`config.mk`:
```
export PLATFORM = sky130hd
export DESIGN_NAME = ple_cell
export DESIGN_NICKNAME = d
export VERILOG_FILES = /design/src/rtl/ple_pkg.sv /design/src/rtl/ple_cell.sv
export SDC_FILE = /design/constraint.sdc
export NUM_CORES = 1
export LEC_CHECK = 0
export ABC_AREA = 1
export BUFFER_PORTS_ARGS = -buffer_cell sky130_fd_sc_hd__buf_4
export CORE_ASPECT_RATIO = 1.75
export CORE_MARGIN = 5
export CORE_UTILIZATION = 35
export DETAILED_ROUTE_END_ITERATION = 8
export PLACE_DENSITY = 0.78
export SYNTH_ARGS = -nofsm -noshare
export SYNTH_HDL_FRONTEND = slang
export SYNTH_SLANG_ARGS = --single-unit
```
`constraint.sdc`:
```
create_clock -name clk -period 4 [get_ports clk]
set_input_delay 0 -clock clk [delete_from_list [all_inputs] [get_ports clk]]
set_output_delay 0 -clock clk [all_outputs]
set_load 0.005 [all_outputs]
```
`src/rtl/ple_pkg.sv`:
```
// ---------------------------------------------------------------------------
// ple_pkg: shared types and constants for the positional list engine
// Field widths, operation codes and the command handed to each list cell.
// ---------------------------------------------------------------------------
`default_nettype none

package ple_pkg;

    localparam int DATA_W = 32;
    localparam int LEN_W  = 7;

    // Operation codes carried in the request op field
    localparam logic OP_INSERT = 1'b0;
    localparam logic OP_DELETE = 1'b1;

    // Broadcast to every cell in the row for one accepted transaction
    typedef struct packed {
        logic              ins;    // open a gap at the position
        logic              del;    // close the gap at the position
        logic [DATA_W-1:0] value;  // value written into the gap
    } cell_cmd_t;

endpackage

`default_nettype wire

```
`src/rtl/ple_cell.sv`:
```
// ---------------------------------------------------------------------------
// ple_cell: one storage slot of the list
// Holds, takes the new value or its lower neighbour on insert, or its upper
// neighbour on delete, depending on its own index against the position.
// ---------------------------------------------------------------------------
`default_nettype none

module ple_cell #(
    parameter int IDX   = 0,
    parameter int POS_W = 7
) (
    input  wire                        clk,
    input  ple_pkg::cell_cmd_t         cmd,
    input  wire [POS_W-1:0]            pos,
    input  wire [ple_pkg::DATA_W-1:0]  left,   // slot at index - 1
    input  wire [ple_pkg::DATA_W-1:0]  right,  // slot at index + 1
    output logic [ple_pkg::DATA_W-1:0] slot,
    output logic [ple_pkg::DATA_W-1:0] pick    // own slot when it is deleted
);
    import ple_pkg::*;

    localparam logic [POS_W-1:0] MY_IDX = POS_W'(IDX);

    logic [DATA_W-1:0] slot_reg;
    logic [DATA_W-1:0] slot_next;
    logic              at_pos;
    logic              above_pos;

    assign at_pos    = (pos == MY_IDX);
    assign above_pos = (MY_IDX > pos);

    // Next slot contents
    always_comb
    begin
        slot_next = slot_reg;
        if (cmd.ins)
        begin
            if (above_pos)
                slot_next = left;
            else if (at_pos)
                slot_next = cmd.value;
        end
        else if (cmd.del)
        begin
            if (above_pos || at_pos)
                slot_next = right;
        end
    end

    // Payload only, no reset
    always_ff @(posedge clk)
    begin
        slot_reg <= slot_next;
    end

    assign slot = slot_reg;
    assign pick = (cmd.del && at_pos) ? slot_reg : '0;

endmodule

`default_nettype wire

```
; ---- Word level (Yosys, flattened, before mapping)
; Cells that the tools add are included.
; Widths: inputs -> output; s select.
[totals]
ramBits = 0
mem_count = 0
latch_bits = 0
out_inout_bits = 64
romBits = 0
register_bits = 32
input_bits = 106
word_cells = 15
[op_classes]
div_mod_pow = 0
mux = 6
n_shift = 0
addsub = 0
n_eq_ne = 1
magnitude_cmp = 1
bitwise_logic = 0
reduce_logical = 6
n_mul = 0
[op_table]
columns = op, count
row1 = $mux 32, 6
row2 = $gt 1x7->1 const A, 1
row3 = $logic_not 7->1, 1
row4 = $reduce_bool 2->1, 2
row5 = $ne 3x1->1 const B, 1
row6 = $reduce_and 3->1, 1
row7 = $logic_and 1x1->1, 1
row8 = $logic_or 1x1->1, 1

; ---- Depth between registers and ports, before layout
[depth]
word_depth = 5
mapped_depth = 6
ltp_nobuf = 5

; ---- Worst setup path after synthesis
; No wires, ideal clock.
[synth_timing]
path_type = input-to-reg
startpoint = input port pos[4]
endpoint = register slot_reg[0] (netlist: slot[0]), enable pin
cell_stages = 6
required_time_ns = 3.611
slack_ns = 2.380
n_path_buf = 1
setup_ns = 0.389
arrival_time_ns = 1.230
path_cell_list = inv_1 -> nand2_1 -> nor2_2 -> nand3_4 -> buf_6 -> nand2_1
[synth_via]
elab_chain_len = 4
word_cells_on_any_way = 6
classes_between = order compare: 1 / eq/ne: 1 / reduce/logical: 4
[synth_lines]
columns = element, line
row1 = "start, declared", ple_cell.sv:14  ; input wire [POS_W-1:0] pos,
row2 = $gt 1x7->1 or $logic_not 7->1 (tied branches), "ple_cell.sv:30, ple_cell.sv:29"
row3 = $logic_or 1x1->1, ple_cell.sv:45  ; if (above_pos || at_pos)
row4 = $reduce_bool 2->1 (no source line), --
row5 = $reduce_and 3->1 (no source line) *, --
row6 = "end signal, assigned", ple_cell.sv:53  ; slot_reg <= slot_next;
row7 = "end, declared", ple_cell.sv:24  ; logic [DATA_W-1:0] slot_reg;
; Mark *: on every way between the ends. The rest lies on a longest branch, timed or not.
; A chain may end at the register's enable or synchronous reset.

; ---- Worst setup path after layout
[layout_timing]
startpoint = input port pos[4]
endpoint = register slot_reg[7] (netlist: slot[7]), enable pin
; Same word-level chain as after synthesis.

==> run_results.csv <==
group,metric,value,unit
placement,gp_congestion,0.7257,
layout,fin_area,0.002902,mm²
floorplanning,core_area,0.004977,mm²
synthesis,synth_area_leaders,"edfxtp_1 53%, mux2_2 20%, nor2_2 9.7%, inv_1 7.9%, buf_6 4.4%",
setup_path,worst_ep_arrival_time,1.45,ns
drt,drc,0,
floorplanning,num_rows,34,
drt,wl_met3,645,µm
synthesis,synth_warnings,0,
drt,wl_met2,2.723,mm
clock_network,cts-htree-levels,2,
synthesis,synth_fp_nets,255,
clock_network,cts_tree,"yes",
layout,nets,393,
timing,min_period,1.524,ns
clock_network,cts_sinks,32,
drt,routed.top_layer,"met4",
clock_network,cts-resized-gates,0,
timing,finalCritPeriodShare,38.10,%
power_and_ir_drop,pwr-share-seq,53.9,%
synthesis,synthesis.instances,149,
layout,drive_gt1_share,72.13,%
power_and_ir_drop,swShare,19.47,%
drt,finalWirelength,4.955,mm
placement,dp_hpwl,3.970,mm
setup_path,crit_type,"in -> reg",
timing,tightest_slew,0.6102,ns
setup_path,startpoint_type,"input port",
setup_path,crit_start,"pos[4]",
layout,largest_reg_flops,32,
floorplanning,start_util,36.17,%
clock_network,cts_root_buf,"clkbuf_8",
synthesis,synth_edf_count,32,
layout,syn2layout_area_growth,61.15,%
setup_path,crit_required,3.92,ns
timing,holdWs,0.02925,ns
timing,finalHoldViolCount,0,
setup_path,cp-end-kind,"flop",
drt,viasPerCell,4.413,
global_routing,first_global_vias,1546,
power_and_ir_drop,power_frac_clock,31.8,%
synthesis,yosys.area.top_type,"edfxtp_1",
drt,wl_met1,1.506,mm
synthesis,async_flop_share,0,%
global_routing,overflow,0,
drt,antenna_left,0,
synthesis,synth_area,0.001800,mm²
clock_network,numCtsBuffers,5,
power_and_ir_drop,p_switching,135.5,µW
global_routing,grt_usage,14.20,%
layout,diodes,0,
timing,setup_violations,0,
hold_path,hp-class,"in -> reg",
placement,port_buffers,137,
drt,vias,1505,
floorplanning,die_width,64.22,µm
layout,fillers,447,
power_and_ir_drop,internal_power,560.6,µW
global_routing,grt_max_degree,34,
synthesis,synth-main-ff-cell,"edfxtp_1",
clock_network,clk_pin_slew,0.06,ns
layout,final_util,58.30,%
status,outcome,"finished, final reports clean",
placement,dpl_cell_area,0.002825,mm²
drt,dr.pass1.iters,4,
power_and_ir_drop,cellLeakagePower,1.422,nW
clock_network,clock_path_buffers,2,
synthesis,syn_area_per_cell,12.08,µm²
timing,relSlewSlack,59.32,%
drt,routedWlPerCell,14.53,µm
flow_run,cap_violations,0,
floorplanning,dieArea,0.006735,mm²
clock_network,cts_setup_buffers,0,
power_and_ir_drop,ir_drop,213.0,µV
clock_network,ctsHoldBuffers,0,
hold_path,min_from,"right[21]",
timing,grt_setup_unrepaired,"no",
power_and_ir_drop,powerDensity,239.9,mW/mm²
global_routing,antenna_found_initial,0,
setup_path,cp_max_fo,33,
timing,max_freq,0.6562,GHz
timing,maxSlewViolCount,0,
timing,fin_setup_tns,0,ns
floorplanning,ioPinCount,170,
synthesis,ys_ff_latch,32,
synthesis,yosysSeqAreaShare,53.37,%
power_and_ir_drop,p_comb_share,14.3,%
synthesis,yosysMostFrequentCell,"inv_1",
synthesis,yosysUniqueCellTypes,10,
synthesis,synth_common_cells,"38 x inv_1, 32 x edfxtp_1, 32 x mux2_2",
global_routing,grt_pass1_wl,7.458,mm
floorplanning,die_h,104.9,µm
synthesis,synthDominantCellAreaShare,53.37,%
drt,dr.first_iter.drc_count,47,
==> power groups by stage <==
stage,clock network (mW),logic (mW),registers [mW]
floorplan,0,0.0410,0.383
finish,0.221,0.0993,0.376
global route,0.245,0.108,0.376
global placement,0,0.0972,0.383
detailed placement,0,0.100,0.383
CTS,0.233,0.101,0.375
==> path summary, 6_finish.rpt <==
| kind | cells past startpoint | slack, ns | end |
|---|---|---|---|
| setup / recovery | 7 | 2.48 | slot[7]$_DFFE_PP_ |
| hold / removal | 2 | 0.03 | slot[21]$_DFFE_PP_ |
==> per-layer routing <==
metal  track usage [%]  vias to the layer above
met5                 0                        -
met4             5.531                        0
met3             6.660                        6
met2             25.25                       86
met1             13.81                      669
li1                  -                      744
==> worst max-delay path: stages <==
cell and delay, ns:
buf_4 0.11, inv_1 0.04, nand2_1 0.05, nor2_2 0.16, nand3_4 0.47, nand2_1 0.19
buf_4 0.40
==> kinds of logic (layout without fill, tap and decap cells) <==
family / Yosys count / count (layout) / share of synthesized area (%)
AND/OR/NAND/NOR: 40 / 40 / 14.32
buffers and inverters: 45 / 183 / 12.30
flip-flops: 32 / 32 / 53.37
multiplexers: 32 / 32 / 20.01
==> layout by cell type, fill, tap and decap left out <==
cell type	instances
mux2_2	32
nand3_1	1
clkbuf_8	5
clkinv_1	2
nor2_1	3
buf_4	138
nand3_4	1
nor2_2	28
nor2_4	3
inv_1	38
nand2_1	4
edfxtp_1	32
==> cell type report <==
class / instances / area (µm²) / area share [%]
tap: 54 / 67.56 / 2.329
clock buffer: 5 / 68.82 / 2.372
inverter: 38 / 142.6 / 4.916
sequential: 32 / 960.9 / 33.12
multi-input combinational: 72 / 618.1 / 21.30
timing repair buffer: 138 / 1036 / 35.70
clock inverter: 2 / 7.507 / 0.2587
==> stage by stage <==
stage,worst slack [ns],instances,power (mW)
floorplan,2.380,149,0.4239
global placement,2.175,334,0.4798
detailed placement,2.139,334,0.4829
CTS,2.428,341,0.7090
global route,2.297,341,0.7284
finish,2.476,341,0.6961
No activity file was read; power rests on OpenSTA's default activity.
